$ cat config.mk
export PLATFORM = sky130hd
export DESIGN_NAME = byte_stuffing_deframer
export DESIGN_NICKNAME = d
export VERILOG_FILES = /design/src/design/bsd_pkg.sv /design/src/design/bsd_core.sv /design/src/design/byte_stuffing_deframer.sv
export VERILOG_INCLUDE_DIRS = /design/src /design/src/design
export SDC_FILE = /design/constraint.sdc
export NUM_CORES = 1
export LEC_CHECK = 0
export BUFFER_PORTS_ARGS = -buffer_cell sky130_fd_sc_hd__buf_4
export CAP_MARGIN = 20
export CORE_MARGIN = 2
export CORE_UTILIZATION = 40
export CTS_BUF_LIST = sky130_fd_sc_hd__clkbuf_8
export DETAILED_ROUTE_END_ITERATION = 6
export PLACE_DENSITY = 0.69
export SLEW_MARGIN = 20
export SYNTH_ARGS = -nofsm -noshare
export SYNTH_HDL_FRONTEND = slang
export SYNTH_SLANG_ARGS = --single-unit
$ cat constraint.sdc
create_clock -name clk -period 4.37 [get_ports clk]
set_clock_uncertainty 0.1 [all_clocks]
set_input_delay 0.874 -clock clk [delete_from_list [all_inputs] [get_ports clk]]
set_output_delay 0.874 -clock clk [all_outputs]
set_load 0.03 [all_outputs]
$ cat src/design/byte_stuffing_deframer_assert.svh
// ----------------------------------------------------------------------------
// byte stuffing deframer assertion macros
// shared property forms for the deframer checks
// ----------------------------------------------------------------------------
`ifndef BYTE_STUFFING_DEFRAMER_ASSERT_SVH
`define BYTE_STUFFING_DEFRAMER_ASSERT_SVH

// same-cycle implication, quiet during reset
`define BSD_ASSERT_NOW(label, ante, cons, msg) \
    label: assert property (@(posedge clk) disable iff (!rst_n) (ante) |-> (cons)) \
        else $error(msg);

// next-cycle implication, quiet during reset
`define BSD_ASSERT_NEXT(label, ante, cons, msg) \
    label: assert property (@(posedge clk) disable iff (!rst_n) (ante) |=> (cons)) \
        else $error(msg);

`endif

$ cat src/design/bsd_pkg.sv
// ----------------------------------------------------------------------------
// bsd_pkg
// shared types and constants of the byte stuffing deframer
// ----------------------------------------------------------------------------
`timescale 1ns / 1ps

package bsd_pkg;

    // largest number of payload bytes stored per frame
    localparam int MAX_FRAME_BYTES = 64;
    // width of the stored byte count and of the frame_length port
    localparam int LEN_W           = 7;
    localparam int BYTE_W          = 8;
    localparam int CFG_IDX_W       = 2;

    // configuration register indexes
    localparam logic [CFG_IDX_W-1:0] REG_START  = 2'd0;
    localparam logic [CFG_IDX_W-1:0] REG_STOP   = 2'd1;
    localparam logic [CFG_IDX_W-1:0] REG_ESCAPE = 2'd2;

    // reset values of the code registers
    localparam logic [BYTE_W-1:0] START_RESET  = 8'd15;
    localparam logic [BYTE_W-1:0] STOP_RESET   = 8'd4;
    localparam logic [BYTE_W-1:0] ESCAPE_RESET = 8'd5;

    // start codes needed to open a frame
    localparam logic [1:0] START_PAIR = 2'd2;

    typedef enum logic [1:0] {
        EV_PAYLOAD = 2'd0,
        EV_ACCEPT  = 2'd1,
        EV_REJECT  = 2'd2,
        EV_ABORT   = 2'd3
    } event_t;

    typedef struct packed {
        logic [BYTE_W-1:0] start_code;
        logic [BYTE_W-1:0] stop_code;
        logic [BYTE_W-1:0] escape_code;
    } codes_t;

    typedef struct packed {
        logic              has;
        event_t            ev;
        logic [BYTE_W-1:0] data;
        logic [LEN_W-1:0]  len;
        logic              last;
    } result_t;

endpackage

$ cat src/design/bsd_core.sv
// ----------------------------------------------------------------------------
// bsd_core
// frame state and per-byte unstuffing step of the deframer
// ----------------------------------------------------------------------------
`timescale 1ns / 1ps

module bsd_core (
    input  logic                       clk,
    input  logic                       rst_n,
    input  logic                       step,
    input  logic [bsd_pkg::BYTE_W-1:0] rx_data,
    input  bsd_pkg::codes_t            codes,
    output bsd_pkg::result_t           result
);
    import bsd_pkg::*;

    typedef enum logic [1:0] {
        PH_HUNT  = 2'd0,
        PH_FRAME = 2'd1,
        PH_ESC   = 2'd2
    } phase_t;

    localparam logic [LEN_W-1:0] LEN_LIMIT = LEN_W'(MAX_FRAME_BYTES);

    phase_t            phase_reg, phase_next;
    logic [1:0]        starts_reg, starts_next;
    logic [BYTE_W-1:0] sum_reg, sum_next;
    logic [LEN_W-1:0]  count_reg, count_next;
    logic [1:0]        hunt_starts;
    logic [BYTE_W-1:0] sum_add;
    logic              room;

    assign sum_add = sum_reg + rx_data;
    assign room    = (count_reg < LEN_LIMIT);

    // start pair countdown while hunting
    always_comb
    begin
        if (rx_data == codes.start_code)
        begin
            hunt_starts = (starts_reg != 2'd0) ? (starts_reg - 2'd1) : starts_reg;
        end
        else
        begin
            hunt_starts = START_PAIR;
        end
    end

    // next state and result for one byte
    always_comb
    begin
        phase_next  = phase_reg;
        starts_next = starts_reg;
        sum_next    = sum_reg;
        count_next  = count_reg;
        result      = '0;
        result.ev   = EV_PAYLOAD;
        unique case (phase_reg)
            PH_HUNT:
            begin
                starts_next = hunt_starts;
                if (hunt_starts == 2'd0)
                begin
                    phase_next = PH_FRAME;
                    sum_next   = '0;
                    count_next = '0;
                end
            end
            PH_ESC:
            begin
                phase_next = PH_FRAME;
                sum_next   = sum_add;
                if (room)
                begin
                    count_next  = count_reg + 1'b1;
                    result.has  = 1'b1;
                    result.data = rx_data;
                end
            end
            PH_FRAME:
            begin
                priority if (rx_data == codes.stop_code)
                begin
                    result.has  = 1'b1;
                    result.ev   = (sum_reg == '0 && count_reg != '0) ? EV_ACCEPT : EV_REJECT;
                    result.len  = count_reg;
                    result.last = 1'b1;
                    phase_next  = PH_HUNT;
                    starts_next = START_PAIR;
                end
                else if (rx_data == codes.start_code)
                begin
                    result.has  = 1'b1;
                    result.ev   = EV_ABORT;
                    result.len  = count_reg;
                    result.last = 1'b1;
                    phase_next  = PH_HUNT;
                    starts_next = 2'd1;
                end
                else if (rx_data == codes.escape_code)
                begin
                    phase_next = PH_ESC;
                end
                else
                begin
                    sum_next = sum_add;
                    if (room)
                    begin
                        count_next  = count_reg + 1'b1;
                        result.has  = 1'b1;
                        result.data = rx_data;
                    end
                end
            end
            default:
            begin
                phase_next  = PH_HUNT;
                starts_next = START_PAIR;
            end
        endcase
    end

    // frame state registers
    always_ff @(posedge clk or negedge rst_n)
    begin
        if (!rst_n)
        begin
            phase_reg  <= PH_HUNT;
            starts_reg <= START_PAIR;
            sum_reg    <= '0;
            count_reg  <= '0;
        end
        else if (step)
        begin
            phase_reg  <= phase_next;
            starts_reg <= starts_next;
            sum_reg    <= sum_next;
            count_reg  <= count_next;
        end
    end

endmodule

$ cat src/design/byte_stuffing_deframer.sv
// ----------------------------------------------------------------------------
// byte_stuffing_deframer
// Receives raw bytes on rx_byte (rx_valid / rx_stall) and finds frames opened
// by two start codes and closed by the stop code; an escape code makes the
// next byte literal. Each stored payload byte comes out on the result channel
// (res_valid / res_stall) as event_res payload; frame end gives accept or
// reject with frame_length and last, a start code inside a frame gives abort.
// Codes are set over cfg_valid / cfg_ready / cfg_index / cfg_data (index 0
// start, 1 stop, 2 escape); the user must set them only while no byte is in
// flight, which the block does not enforce; cfg_ready is always high. A byte
// passes an input register, then the step logic into the result register.
// One byte per cycle is sustained while no result waits on res_stall, set by
// the single state update per byte; bytes that give no result take a step too.
// While res_stall is high a waiting result holds, and the input register
// still takes a byte whenever it is empty or can move on.
// Reset hunts for a start pair, with codes 15, 4 and 5.
// ----------------------------------------------------------------------------
`timescale 1ns / 1ps
`include "byte_stuffing_deframer_assert.svh"

module byte_stuffing_deframer (
    input  logic                          clk,
    input  logic                          rst_n,
    input  logic                          rx_valid,
    output logic                          rx_stall,
    input  logic [bsd_pkg::BYTE_W-1:0]    rx_byte,
    output logic                          res_valid,
    input  logic                          res_stall,
    output logic [1:0]                    event_res,
    output logic [bsd_pkg::BYTE_W-1:0]    payload_byte,
    output logic [bsd_pkg::LEN_W-1:0]     frame_length,
    output logic                          last,
    input  logic                          cfg_valid,
    output logic                          cfg_ready,
    input  logic [bsd_pkg::CFG_IDX_W-1:0] cfg_index,
    input  logic [bsd_pkg::BYTE_W-1:0]    cfg_data
);
    import bsd_pkg::*;

    codes_t            codes_reg;
    logic              in_valid_reg;
    logic [BYTE_W-1:0] in_byte_reg;
    logic              out_valid_reg, out_valid_next;
    result_t           out_reg;
    result_t           step_res;
    logic              advance;
    logic              take_in;

    // input register moves on when the result register is free or drains
    assign advance  = in_valid_reg && (!out_valid_reg || !res_stall);
    assign take_in  = rx_valid && !rx_stall;
    assign rx_stall = in_valid_reg && !advance;

    assign cfg_ready = 1'b1;

    // code registers
    always_ff @(posedge clk or negedge rst_n)
    begin
        if (!rst_n)
        begin
            codes_reg.start_code  <= START_RESET;
            codes_reg.stop_code   <= STOP_RESET;
            codes_reg.escape_code <= ESCAPE_RESET;
        end
        else if (cfg_valid && cfg_ready)
        begin
            unique case (cfg_index)
                REG_START:  codes_reg.start_code  <= cfg_data;
                REG_STOP:   codes_reg.stop_code   <= cfg_data;
                REG_ESCAPE: codes_reg.escape_code <= cfg_data;
                default:    codes_reg             <= codes_reg;
            endcase
        end
    end

    // input register
    always_ff @(posedge clk or negedge rst_n)
    begin
        if (!rst_n)
        begin
            in_valid_reg <= 1'b0;
        end
        else if (take_in || advance)
        begin
            in_valid_reg <= take_in;
        end
    end

    always_ff @(posedge clk)
    begin
        if (take_in)
        begin
            in_byte_reg <= rx_byte;
        end
    end

    // per-byte step and frame state
    bsd_core u_core (
        .clk     (clk),
        .rst_n   (rst_n),
        .step    (advance),
        .rx_data (in_byte_reg),
        .codes   (codes_reg),
        .result  (step_res)
    );

    // result register valid
    always_comb
    begin
        if (advance)
        begin
            out_valid_next = step_res.has;
        end
        else if (!res_stall)
        begin
            out_valid_next = 1'b0;
        end
        else
        begin
            out_valid_next = out_valid_reg;
        end
    end

    always_ff @(posedge clk or negedge rst_n)
    begin
        if (!rst_n)
        begin
            out_valid_reg <= 1'b0;
        end
        else
        begin
            out_valid_reg <= out_valid_next;
        end
    end

    // result payload
    always_ff @(posedge clk)
    begin
        if (advance && step_res.has)
        begin
            out_reg <= step_res;
        end
    end

    assign res_valid    = out_valid_reg;
    assign event_res    = out_reg.ev;
    assign payload_byte = out_reg.data;
    assign frame_length = out_reg.len;
    assign last         = out_reg.last;

    // checks
    `BSD_ASSERT_NOW(a_free_output_drains_input, in_valid_reg && !out_valid_reg, !rx_stall,
        "input stalled while result register is free")
    `BSD_ASSERT_NOW(a_length_bounded, res_valid, frame_length <= LEN_W'(MAX_FRAME_BYTES),
        "frame length beyond limit")
    `BSD_ASSERT_NOW(a_payload_not_last, res_valid && event_res == EV_PAYLOAD,
        !last && frame_length == '0, "payload request marked as frame end")
    `BSD_ASSERT_NEXT(a_stalled_result_held, res_valid && res_stall, res_valid,
        "stalled result dropped")

endmodule
==> results of run 1 <==
[worst max-delay path by stage]
stage                   startpoint             endpoint  depth (start not counted)
finish              in_byte_reg[1]  u_core.count_reg[2]                          6
global route        in_byte_reg[1]  u_core.count_reg[2]                          6
CTS                 in_byte_reg[1]  u_core.count_reg[2]                          6
detailed placement  in_byte_reg[1]  u_core.count_reg[2]                          6
global placement    in_byte_reg[1]  u_core.count_reg[2]                          6
floorplan           in_byte_reg[1]         event_res[0]                          7
[placed cells by master (no fill, tap or decap), types with 4 or more instances in the layout]
cell,Yosys,layout
mux2_2,25,25
ha_1,13,13
clkbuf_8,0,12
nand3_1,11,11
o31ai_1,5,5
nand3b_1,5,5
xnor2_1,11,11
xor2_1,19,19
edfxtp_1,26,26
o21ai_1,22,22
nor2_1,14,14
dfstp_2,8,8
nor3_1,4,4
o21ai_0,4,4
nand2_1,12,12
nand2b_1,4,4
dfrtp_1,37,37
nor4_1,5,5
inv_1,11,12
and2_1,16,16
a21oi_1,8,8
buf_4,1,44
[layout make-up]
type,count,area share
clock buffers,12,0.0395
clock inverters,4,0.00509
inverters,11,0.00988
multi-input cells,210,0.375
flip-flops and latches,71,0.459
well taps,108,0.0323
repair buffers,44,0.0790
[stage by stage]
| stage | cells | total power [mW] | area (um2) | hold WS, ns |
|---|---|---|---|---|
| 3_3_place_gp | 444 | 1.69 | 3990 | 0.407 |
| 6_report | 460 | 2.18 | 4180 | 0.423 |
| 4_1_cts | 460 | 2.20 | 4180 | 0.434 |
| 3_5_place_dp | 444 | 1.71 | 3990 | 0.419 |
| 5_1_grt | 460 | 2.32 | 4180 | 0.453 |
| 2_1_floorplan | 303 | 1.51 | 3600 | 0.387 |
[power groups by stage]
| stage | logic (mW) | clock network, mW | registers [mW] |
|---|---|---|---|
| after detailed placement | 0.720 | 0 | 0.987 |
| after global placement | 0.706 | 0 | 0.983 |
| after global routing | 0.804 | 0.520 | 0.995 |
| final | 0.726 | 0.481 | 0.977 |
| after floorplan | 0.518 | 0 | 0.996 |
| after CTS | 0.727 | 0.493 | 0.975 |
[per-layer routing]
layer  vias up  share of wire  track usage
li1       1174              -            -
met3         7          0.052       0.0348
met5         -              0            0
met1      1176           0.47        0.228
met4         0          0.014       0.0611
met2        75           0.47        0.250
[cells by family (layout without fill, tap and decap cells)]
| group | after synthesis | count (layout) |
|---|---|---|
| AO/OA/AOI/OAI | 60 | 60 |
| XOR/XNOR | 30 | 30 |
| adder cells (fa/ha/maj) | 14 | 14 |
| buffers and inverters | 22 | 71 |
| flip-flops | 71 | 71 |
| multiplexers | 25 | 25 |
| other | 1 | 1 |
| AND/OR/NAND/NOR | 80 | 80 |
==> summary.md, run 1 <==
| Metric | Value |
|---|---|
| Status | `finished clean` |
| WP buf/inv | `0` |
| RSZ-0062 raised after global routing | `no` |
| First DRT Iteration DRCs | `163` |
| Worst setup SP type | `register` |
| Most common cell in the netlist | `dfrtp_1` |
| Clock slew at reported path FFs | `0.07 ns` |
| Fin nets | `384` |
| R2r setup slk | `1.39 ns` |
| Post-synthesis async set-or-reset flop share | `0.634` |
| Worst Max-Slew Pin Slew | `0.608 ns` |
| DR vias | `2432` |
| Critical path peak fanout | `17` |
| First-pass GRT wire length | `12400 um` |
| Endpoints failing setup | `0` |
| Synth Area in XOR/XNOR | `0.0729` |
| CP max stage delay | `0.57 ns` |
| Pre-antenna DRT Iters | `5` |
| Initial antenna violation count | `0` |
| VDD IR max | `192 uV` |
| Antenna Cells | `0` |
| Max Slew Vio Count | `0` |
| DR WL/cell | `16.4 um` |
| Port bufs | `42` |
| Largest family of logic cells by synthesized area | `simple AND/OR/NAND/NOR gates` |
| Critical Path End Type | `register` |
| HPWL Detailed | `5600 um` |
| CTS resizes | `0` |
| Logic pwr share | `0.332` |
| Die H | `98.9 um` |
| CTS buffer count | `9` |
| Pre-CTS WS | `1.44 ns` |
| Clock sink count | `71` |
| CTS HTree Levels | `3` |
| Critical path class | `reg -> reg` |
| DRC viols | `0` |
| P_leak | `1.71 nW` |
| Internal | `1.41 mW` |
| Number of fillers in the final layout | `770` |
| Adder-Cell Fraction of Synth Area | `0.0507` |
| WP data arrival | `3.08 ns` |
| RR Endpoint | `u_core.count_reg[2]` |
| Slew HR | `0.595` |
| Grt ovf | `0` |
| Worst EP required | `4.47 ns` |
| Cell variety after synth | `43` |
| Cts hold-fix bufs | `0` |
| Crit-path cells | `xor2_1, nor4_1, and2_1, o31a_1, or2_1, o221ai_1` |
| Switching pwr | `0.775 mW` |
| Max Cap Violations | `0` |
| Clock root cell | `clkbuf_8` |
| Total track usage | `0.163` |
| Simple-Gate Fraction of Synth Area | `0.121` |
| Seq pwr share | `0.447` |
| Core region area | `8720 um2` |
| Synthesized instance count | `303` |
| Final ANT Viol Nets | `0` |
| Area Growth Syn to Fin | `15.9%` |
| Site row count | `34` |
| Slowest CP cell | `edfxtp_1` |
| Seq/Total Area, Yosys | `0.532` |
| Syn_area_per_cell | `11.9 um2` |
| Cells taking the most area after synthesis | `dfrtp_1 26%, edfxtp_1 22%, mux2_2 7.8%, dfstp_2 5.8%, xor2_1 4.6%` |
| Post-synth top area share | `0.257` |
| Final Critical Period | `2.98 ns` |
| Die width | `98.9 um` |
| Compound-Gate Fraction of Synth Area | `0.111` |
| Final RePlAce weighted congestion | `0.867` |
| Register area | `1920 um2` |
| Pin count of the biggest net entering global routing | `46` |
| Multiplexer share of the synthesized area | `0.0781` |
| Setup TNS | `0 ns` |
| Max Root-Sink Buffers | `2` |
| I/O pin total | `44` |
| Crit share post-route | `0.682` |
| CTS tree | `done` |
| PD cells | `523 nW/um2` |
| Area of the die | `9790 um2` |
| Via/cell ratio | `5.29` |
| Area of the multi-input gates | `1570 um2` |
| Synth Warn # | `0` |
| Post-Syn Nets | `340` |
| Later-pin clock latency in the skew report | `0.34 ns` |
| Hold Path Class | `in -> async` |
| CP top delay family | `simple AND/OR/NAND/NOR gates` |
| Routed WL | `7560 um` |
| Setup ws final | `1.39 ns` |
| Commonest cells post-synth | `37 x dfrtp_1, 26 x edfxtp_1, 25 x mux2_2` |
| Fin. Hold Viols | `0` |
| Fmax | `336 MHz` |
| Post-Route Utilization | `0.479` |
| Largest register FFs | `24` |
| #FFs+latches synth | `71` |
| Post-synth EDFFs | `26` |
| Clock power share | `0.220` |
| Post-Syn Area | `3600 um2` |
| Reg2Reg Depth | `6` |
| Dominant synthesized flop cell | `dfrtp_1` |
| Number of setup buffers added after CTS | `0` |
| RR Startpoint | `in_byte_reg[1]` |
| Vias in the first global route | `2434` |
| Initial Util | `0.413` |
| Sw Share | `0.355` |
| Area leader, netlist | `dfrtp_1` |
| Proportion of layout cells with a drive suffix above 1 | `0.278` |
Note: power is estimated with default switching activity, not from simulation.
==> inputs of run 2 (changes only) <==
--- a/config.mk
+++ b/config.mk
@@ -6,13 +6,14 @@
 export SDC_FILE = /design/constraint.sdc
 export NUM_CORES = 1
 export LEC_CHECK = 0
+export ABC_AREA = 1
 export BUFFER_PORTS_ARGS = -buffer_cell sky130_fd_sc_hd__buf_4
 export CAP_MARGIN = 20
 export CORE_MARGIN = 2
 export CORE_UTILIZATION = 40
 export CTS_BUF_LIST = sky130_fd_sc_hd__clkbuf_8
 export DETAILED_ROUTE_END_ITERATION = 6
-export PLACE_DENSITY = 0.69
+export PLACE_DENSITY = 0.71
 export SLEW_MARGIN = 20
 export SYNTH_ARGS = -nofsm -noshare
 export SYNTH_HDL_FRONTEND = slang
==> constraint.sdc (replaced) <==
create_clock -name clk -period 2.56 [get_ports clk]
set_clock_uncertainty 0.1 [all_clocks]
set_input_delay 0.512 -clock clk [delete_from_list [all_inputs] [get_ports clk]]
set_output_delay 0.512 -clock clk [all_outputs]
set_load 0.03 [all_outputs]
==> summary.md, run 2 <==
| Metric | Value |
|---|---|
| Status | `finished clean (unchanged)` |
| Area Growth Syn to Fin | `17.3% (was 15.9%)` |
| CTS buffer count | `9 (unchanged)` |
| First DRT Iteration DRCs | `153 (was 163)` |
| Synth Warn # | `0 (unchanged)` |
| Clock root cell | `clkbuf_8 (unchanged)` |
| Crit share post-route | `0.901 (was 0.682)` |
| Initial antenna violation count | `0 (unchanged)` |
| Fin. Hold Viols | `0 (unchanged)` |
| DR vias | `3008 (was 2432)` |
| First-pass GRT wire length | `13800 um (was 12400 um)` |
| Clock slew at reported path FFs | `0.07 ns (about the same)` |
| Die width | `101 um (was 98.9 um)` |
| Syn_area_per_cell | `8.37 um2 (was 11.9 um2)` |
| Area of the multi-input gates | `1610 um2 (was 1570 um2)` |
| Largest register FFs | `24 (unchanged)` |
| P_leak | `2.20 nW (was 1.71 nW)` |
| Setup TNS | `0 ns (unchanged)` |
| Total track usage | `0.173 (was 0.163)` |
| Die H | `101 um (was 98.9 um)` |
| Post-Syn Area | `3790 um2 (was 3600 um2)` |
| CP most frequent cell | `nand2_1` |
| Seq/Total Area, Yosys | `0.505 (was 0.532)` |
| Later-pin clock latency in the skew report | `0.35 ns (was 0.34 ns)` |
| Most frequent cells in the layout | `150 x nand2_1, 57 x inv_1, 45 x buf_4 (was 44 x buf_4, 37 x dfrtp_1, 26 x edfxtp_1)` |
| Area after DPL | `4240 um2 (was 3990 um2)` |
| Area of the die | `10300 um2 (was 9790 um2)` |
| Grt ovf | `0 (unchanged)` |
| Cell variety after synth | `33 (was 43)` |
| Clock sink count | `71 (unchanged)` |
| Pre-CTS WS | `0.266 ns (was 1.44 ns)` |
| Cts hold-fix bufs | `0 (unchanged)` |
| CP top delay family | `simple AND/OR/NAND/NOR gates (unchanged)` |
| Initial Util | `0.411 (was 0.413)` |
| VDD IR max | `350 uV (was 192 uV)` |
| Post-synth top area share | `0.244 (was 0.257)` |
| WP data arrival | `2.24 ns (was 3.08 ns)` |
| PD cells | `941 nW/um2 (was 523 nW/um2)` |
| Most common cell in the netlist | `nand2_1 (was dfrtp_1)` |
| Final Cell Area | `4450 um2 (was 4180 um2)` |
| Critical path peak fanout | `18 (was 17)` |
| Endpoints failing setup | `0 (unchanged)` |
| DR WL/cell | `12.9 um (was 16.4 um)` |
| Max Cap Violations | `0 (unchanged)` |
| CTS tree | `done (unchanged)` |
| I/O pin total | `44 (unchanged)` |
| Worst setup SP type | `register (unchanged)` |
| Final RePlAce weighted congestion | `0.899 (was 0.867)` |
| HPWL Detailed | `6110 um (was 5600 um)` |
| Post-synthesis async set-or-reset flop share | `0.634 (unchanged)` |
| Core region area | `9240 um2 (was 8720 um2)` |
| Worst EP required | `2.50 ns (was 4.47 ns)` |
| Port bufs | `42 (unchanged)` |
| Site row count | `35 (was 34)` |
| Commonest cells post-synth | `150 x nand2_1, 56 x inv_1, 37 x dfrtp_1 (was 37 x dfrtp_1, 26 x edfxtp_1, 25 x mux2_2)` |
| Number of setup buffers added after CTS | `0 (unchanged)` |
| Final Critical Period | `2.31 ns (was 2.98 ns)` |
| CTS HTree Levels | `3 (unchanged)` |
| Post-synth EDFFs | `26 (unchanged)` |
| CP max stage delay | `0.52 ns (was 0.57 ns)` |
| Via/cell ratio | `4.74 (was 5.29)` |
| WP buf/inv | `2 (was 0)` |
| Routed WL | `8190 um (was 7560 um)` |
| Dominant synthesized flop cell | `dfrtp_1 (unchanged)` |
| Max Root-Sink Buffers | `2 (unchanged)` |
| Crit-path cells | `xnor2_1, nand2_1, nor2_1, nand2_1, nand2_2, nand2_1, nand2_1, nand3_1, inv_1, buf_4 (was xor2_1, nor4_1, and2_1, o31a_1, or2_1, o221ai_1)` |
| Critical Path End Type | `register (unchanged)` |
| Antenna Cells | `0 (unchanged)` |
| Fin nets | `537 (was 384)` |
| Slowest CP cell | `edfxtp_1 (unchanged)` |
| #FFs+latches synth | `71 (unchanged)` |
| Synthesized instance count | `453 (was 303)` |
| Pin count of the biggest net entering global routing | `46 (unchanged)` |
| Pre-antenna DRT Iters | `4 (was 5)` |
| RSZ-0062 raised after global routing | `no (unchanged)` |
| Setup ws final | `0.252 ns (was 1.39 ns)` |
| Most common cell after layout, fill and taps aside | `nand2_1 (was buf_4)` |
| Final ANT Viol Nets | `0 (unchanged)` |
| Fmax | `433 MHz (was 336 MHz)` |
| Register area | `1920 um2 (unchanged)` |
| Critical path class | `reg -> reg (unchanged)` |
| DRC viols | `0 (unchanged)` |
| CTS resizes | `0 (unchanged)` |
| Post-Syn Nets | `490 (was 340)` |
| Hold Path Class | `in -> async (unchanged)` |
| Vias in the first global route | `2966 (was 2434)` |
| Worst Max-Slew Pin Slew | `0.589 ns (was 0.608 ns)` |
| Cells taking the most area after synthesis | `dfrtp_1 24%, edfxtp_1 21%, nand2_1 15%, dfstp_2 5.5%, inv_1 5.5% (was dfrtp_1 26%, edfxtp_1 22%, mux2_2 7.8%, dfstp_2 5.8%, xor2_1 4.6%)` |
| Proportion of layout cells with a drive suffix above 1 | `0.160 (was 0.278)` |
| Max Slew Vio Count | `0 (unchanged)` |
| Number of fillers in the final layout | `878 (was 770)` |
| Slew HR | `0.607 (was 0.595)` |
| Area leader, netlist | `dfrtp_1 (unchanged)` |
## run 2: path summary, 6_finish.rpt
path,start,slack [ns],end,cells past startpoint
worst max-delay path,in_byte_reg[1],0.25,payload_byte[1],10
worst min-delay path,rst_n,0.06,codes_reg[13],1
worst max register to register,in_byte_reg[1],0.25,payload_byte[1],10
worst min register to register,u_core.starts_reg[1],0.39,u_core.starts_reg[1],2
max in group asynchronous,rst_n,1.90,u_core.sum_reg[5],1
min in group clk,rx_byte[3],0.24,in_byte_reg[3],1
## run 2: logic make-up (layout without fill, tap and decap cells)
logic type	count (synthesis)	count (layout)	share of synthesized area
flops	71	71	0.505
buf+inv	67	119	0.0709
compound gates	39	39	0.0594
other cells	1	1	0.000988
simple gates	240	240	0.267
fa+ha+maj	14	14	0.0482
xor+xnor	21	21	0.0485
## run 2: layout make-up
| type | count | share of cell area |
|---|---|---|
| sequential | 71 | 0.431 |
| multi-input combinational | 315 | 0.361 |
| timing repair buffer | 45 | 0.0759 |
| inverter | 58 | 0.0489 |
| tap | 129 | 0.0363 |
| clock buffer | 9 | 0.0278 |
| clock inverter | 7 | 0.0194 |
## run 2: report_power, final
part	internal (mW)	total, mW	switching (mW)
combinational	0.557	1.58	1.02
clock	0.543	0.971	0.429
sequential	1.46	1.64	0.187
total	2.56	4.19	1.63
## run 2: worst reg2reg max path: stages, from the launching register on
cell and delay [ns]:
edfxtp_1 0.52, xnor2_1 0.21, nand2_1 0.06, nor2_1 0.25, nand2_1 0.18, nand2_2 0.14
nand2_1 0.07, nand2_1 0.08, nand3_1 0.08, inv_1 0.06, buf_4 0.24
## run 2: through the flow
step	std cells	util	power, mW	hold slack [ns]
after CTS	634	0.482	4.21	0.0794
final	634	0.482	4.19	0.0640
after detailed placement	618	0.459	3.23	0.376
after floorplan	453	-	2.80	0.116
after global placement	618	0.459	3.21	0.365
after global routing	634	0.482	4.48	0.115
## run 2: per-layer routing
layer	wire length [um]	share of wire	vias up	global-route usage
li1	-	-	1525	-
met1	4020	0.49	1402	0.235
met2	3780	0.46	72	0.280
met3	279	0.034	9	0.0338
met4	116	0.014	0	0.0582
met5	0	0	-	0
==> inputs of run 3 (changes only) <==
--- a/config.mk
+++ b/config.mk
@@ -14,7 +14,9 @@
 export CTS_BUF_LIST = sky130_fd_sc_hd__clkbuf_8
 export DETAILED_ROUTE_END_ITERATION = 6
 export PLACE_DENSITY = 0.71
+export REMOVE_ABC_BUFFERS = 1
 export SLEW_MARGIN = 20
 export SYNTH_ARGS = -nofsm -noshare
 export SYNTH_HDL_FRONTEND = slang
 export SYNTH_SLANG_ARGS = --single-unit
+export TNS_END_PERCENT = 100
==> summary.md, run 3 (synthesized netlist as in run 2, its figures left out) <==
| Metric | Value |
|---|---|
| Max Root-Sink Buffers | `2 (unchanged)` |
| Setup TNS | `0 ns (unchanged)` |
| Initial Util | `0.411 (unchanged)` |
| WP data arrival | `2.43 ns (was 2.24 ns)` |
| CTS tree | `done (unchanged)` |
| Antenna Cells | `0 (unchanged)` |
| Number of setup buffers added after CTS | `0 (unchanged)` |
| Worst EP required | `2.71 ns (was 2.50 ns)` |
| CTS resizes | `0 (unchanged)` |
| Most common cell after layout, fill and taps aside | `nand2_1 (unchanged)` |
| Post-Route Utilization | `0.483 (was 0.482)` |
| Worst setup SP type | `register (unchanged)` |
| I/O pin total | `44 (unchanged)` |
| Hold Path Class | `in -> async (unchanged)` |
| Core region area | `9240 um2 (unchanged)` |
| Status | `finished clean (unchanged)` |
| R2r setup slk | `0.28 ns (was 0.25 ns)` |
| DR WL/cell | `12.8 um (was 12.9 um)` |
| Met3 WL | `345 um (was 279 um)` |
| Register area | `1920 um2 (unchanged)` |
| DR vias | `3004 (was 3008)` |
| Reg2Reg Depth | `11 (was 10)` |
| VDD IR max | `399 uV (was 350 uV)` |
| Largest register FFs | `24 (unchanged)` |
| Grt ovf | `0 (unchanged)` |
| Pre-antenna DRT Iters | `4 (unchanged)` |
| Clock sink count | `71 (unchanged)` |
| DRC viols | `0 (unchanged)` |
| Tot Pwr | `4.20 mW (was 4.19 mW)` |
| Crit share post-route | `0.891 (was 0.901)` |
| First-pass GRT wire length | `14100 um (was 13800 um)` |
| RR Startpoint | `u_core.phase_reg[0] (was in_byte_reg[1])` |
| Initial antenna violation count | `0 (unchanged)` |
| Max Slew Vio Count | `0 (unchanged)` |
| CTS HTree Levels | `3 (unchanged)` |
| Area of the multi-input gates | `1610 um2 (unchanged)` |
| CTS buffer count | `9 (unchanged)` |
| Final Critical Period | `2.28 ns (was 2.31 ns)` |
| Clock slew at reported path FFs | `0.07 ns (about the same)` |
| Endpoints failing setup | `0 (unchanged)` |
| Top routing layer in use | `met4 (unchanged)` |
| Fin. Hold Viols | `0 (unchanged)` |
| Wl on met1 | `3700 um (was 4020 um)` |
| Die H | `101 um (unchanged)` |
| Pin count of the biggest net entering global routing | `46 (unchanged)` |
| Area of the die | `10300 um2 (unchanged)` |
| Most frequent cells in the layout | `150 x nand2_1, 58 x inv_1, 44 x buf_4 (was 150 x nand2_1, 57 x inv_1, 45 x buf_4)` |
| Fin nets | `537 (unchanged)` |
| Number of fillers in the final layout | `898 (was 878)` |
| PD cells | `941 nW/um2 (about the same)` |
| Cts hold-fix bufs | `0 (unchanged)` |
| Critical path peak fanout | `8 (was 18)` |
| Fmax | `439 MHz (was 433 MHz)` |
| Site row count | `35 (unchanged)` |
| First DRT Iteration DRCs | `165 (was 153)` |
| Routed WL | `8120 um (was 8190 um)` |
| Via/cell ratio | `4.74 (about the same)` |
| Port bufs | `42 (unchanged)` |
| RSZ-0062 raised after global routing | `no (unchanged)` |
| Routed wl met2 | `3830 um (was 3780 um)` |
| Area Growth Syn to Fin | `17.5% (was 17.3%)` |
| Final RePlAce weighted congestion | `0.879 (was 0.899)` |
| Final ANT Viol Nets | `0 (unchanged)` |
| Clock root cell | `clkbuf_8 (unchanged)` |
| Later-pin clock latency in the skew report | `0.36 ns (was 0.35 ns)` |
| Max Cap Violations | `0 (unchanged)` |
| Die width | `101 um (unchanged)` |
| Critical path class | `reg -> reg (unchanged)` |
| Vias in the first global route | `3017 (was 2966)` |
| Slew HR | `0.611 (was 0.607)` |
| Crit path launch | `u_core.phase_reg[0] (was in_byte_reg[1])` |
| Worst Max-Slew Pin Slew | `0.584 ns (was 0.589 ns)` |
| Total track usage | `0.178 (was 0.173)` |
| HPWL Detailed | `6050 um (was 6110 um)` |
| Critical Path End Type | `register (unchanged)` |
| Proportion of layout cells with a drive suffix above 1 | `0.156 (was 0.160)` |
| RR Endpoint | `u_core.count_reg[5] (was payload_byte[1])` |
| P_leak | `2.20 nW (about the same)` |
## run 3: changes by cell type in the layout (fill, tap and decap cells not counted)
cell and delta:
buf_12 +1, buf_4 -1, clkinv_1 +1, inv_1 +1, inv_4 -2
## run 3: area by class of cell
| cell class | instances | share of cell area |
|---|---|---|
| Inverter | 58 | 0.0488 |
| Sequential cell | 71 | 0.430 |
| Clock inverter | 7 | 0.0182 |
| Clock buffer | 9 | 0.0278 |
| Multi-Input combinational cell | 315 | 0.361 |
| Timing Repair Buffer | 45 | 0.0786 |
| Tap cell | 129 | 0.0362 |
## run 3: critical path, cell delays in order, from the launching register on
cell and delay, ns:
dfrtp_1 0.40, inv_1 0.08, ha_1 0.42, inv_1 0.10, nor2_2 0.17, inv_1 0.16
o21ai_0 0.11, nand2_1 0.11, a21oi_4 0.26, nand2_4 0.12, nand2_1 0.08, nand2_1 0.05
## run 3: how the worst max path moves through the flow
stage	end	cells after the start
6_report	u_core.count_reg[5]	11
5_1_grt	u_core.count_reg[6]	11
4_1_cts	u_core.count_reg[5]	11
3_5_place_dp	u_core.count_reg[2]	11
3_3_place_gp	u_core.count_reg[1]	11
2_1_floorplan	event_res[0]	9
## run 3: stage by stage
| step | instances | hold WS (ns) | instance area (um2) | setup slack (ns) |
|---|---|---|---|---|
| after floorplan | 444 | 0.116 | 3740 | 0.207 |
| after global placement | 618 | 0.366 | 4250 | 0.319 |
| after detailed placement | 618 | 0.369 | 4250 | 0.291 |
| after CTS | 634 | 0.0597 | 4460 | 0.284 |
| after global routing | 634 | 0.0810 | 4460 | 0.0413 |
| final | 634 | 0.0476 | 4460 | 0.280 |
## run 3: power by group
group	internal, mW	total [mW]	switching, mW
Clock	0.535	0.950	0.416
Combinational	0.571	1.61	1.04
Sequential	1.46	1.63	0.179
## run 3: metal layers
layer / GRT usage / vias to the layer above
met4: 0.0780 / 0
met5: 0 / -
li1: - / 1520
met1: 0.229 / 1402
met2: 0.288 / 60
met3: 0.0449 / 22
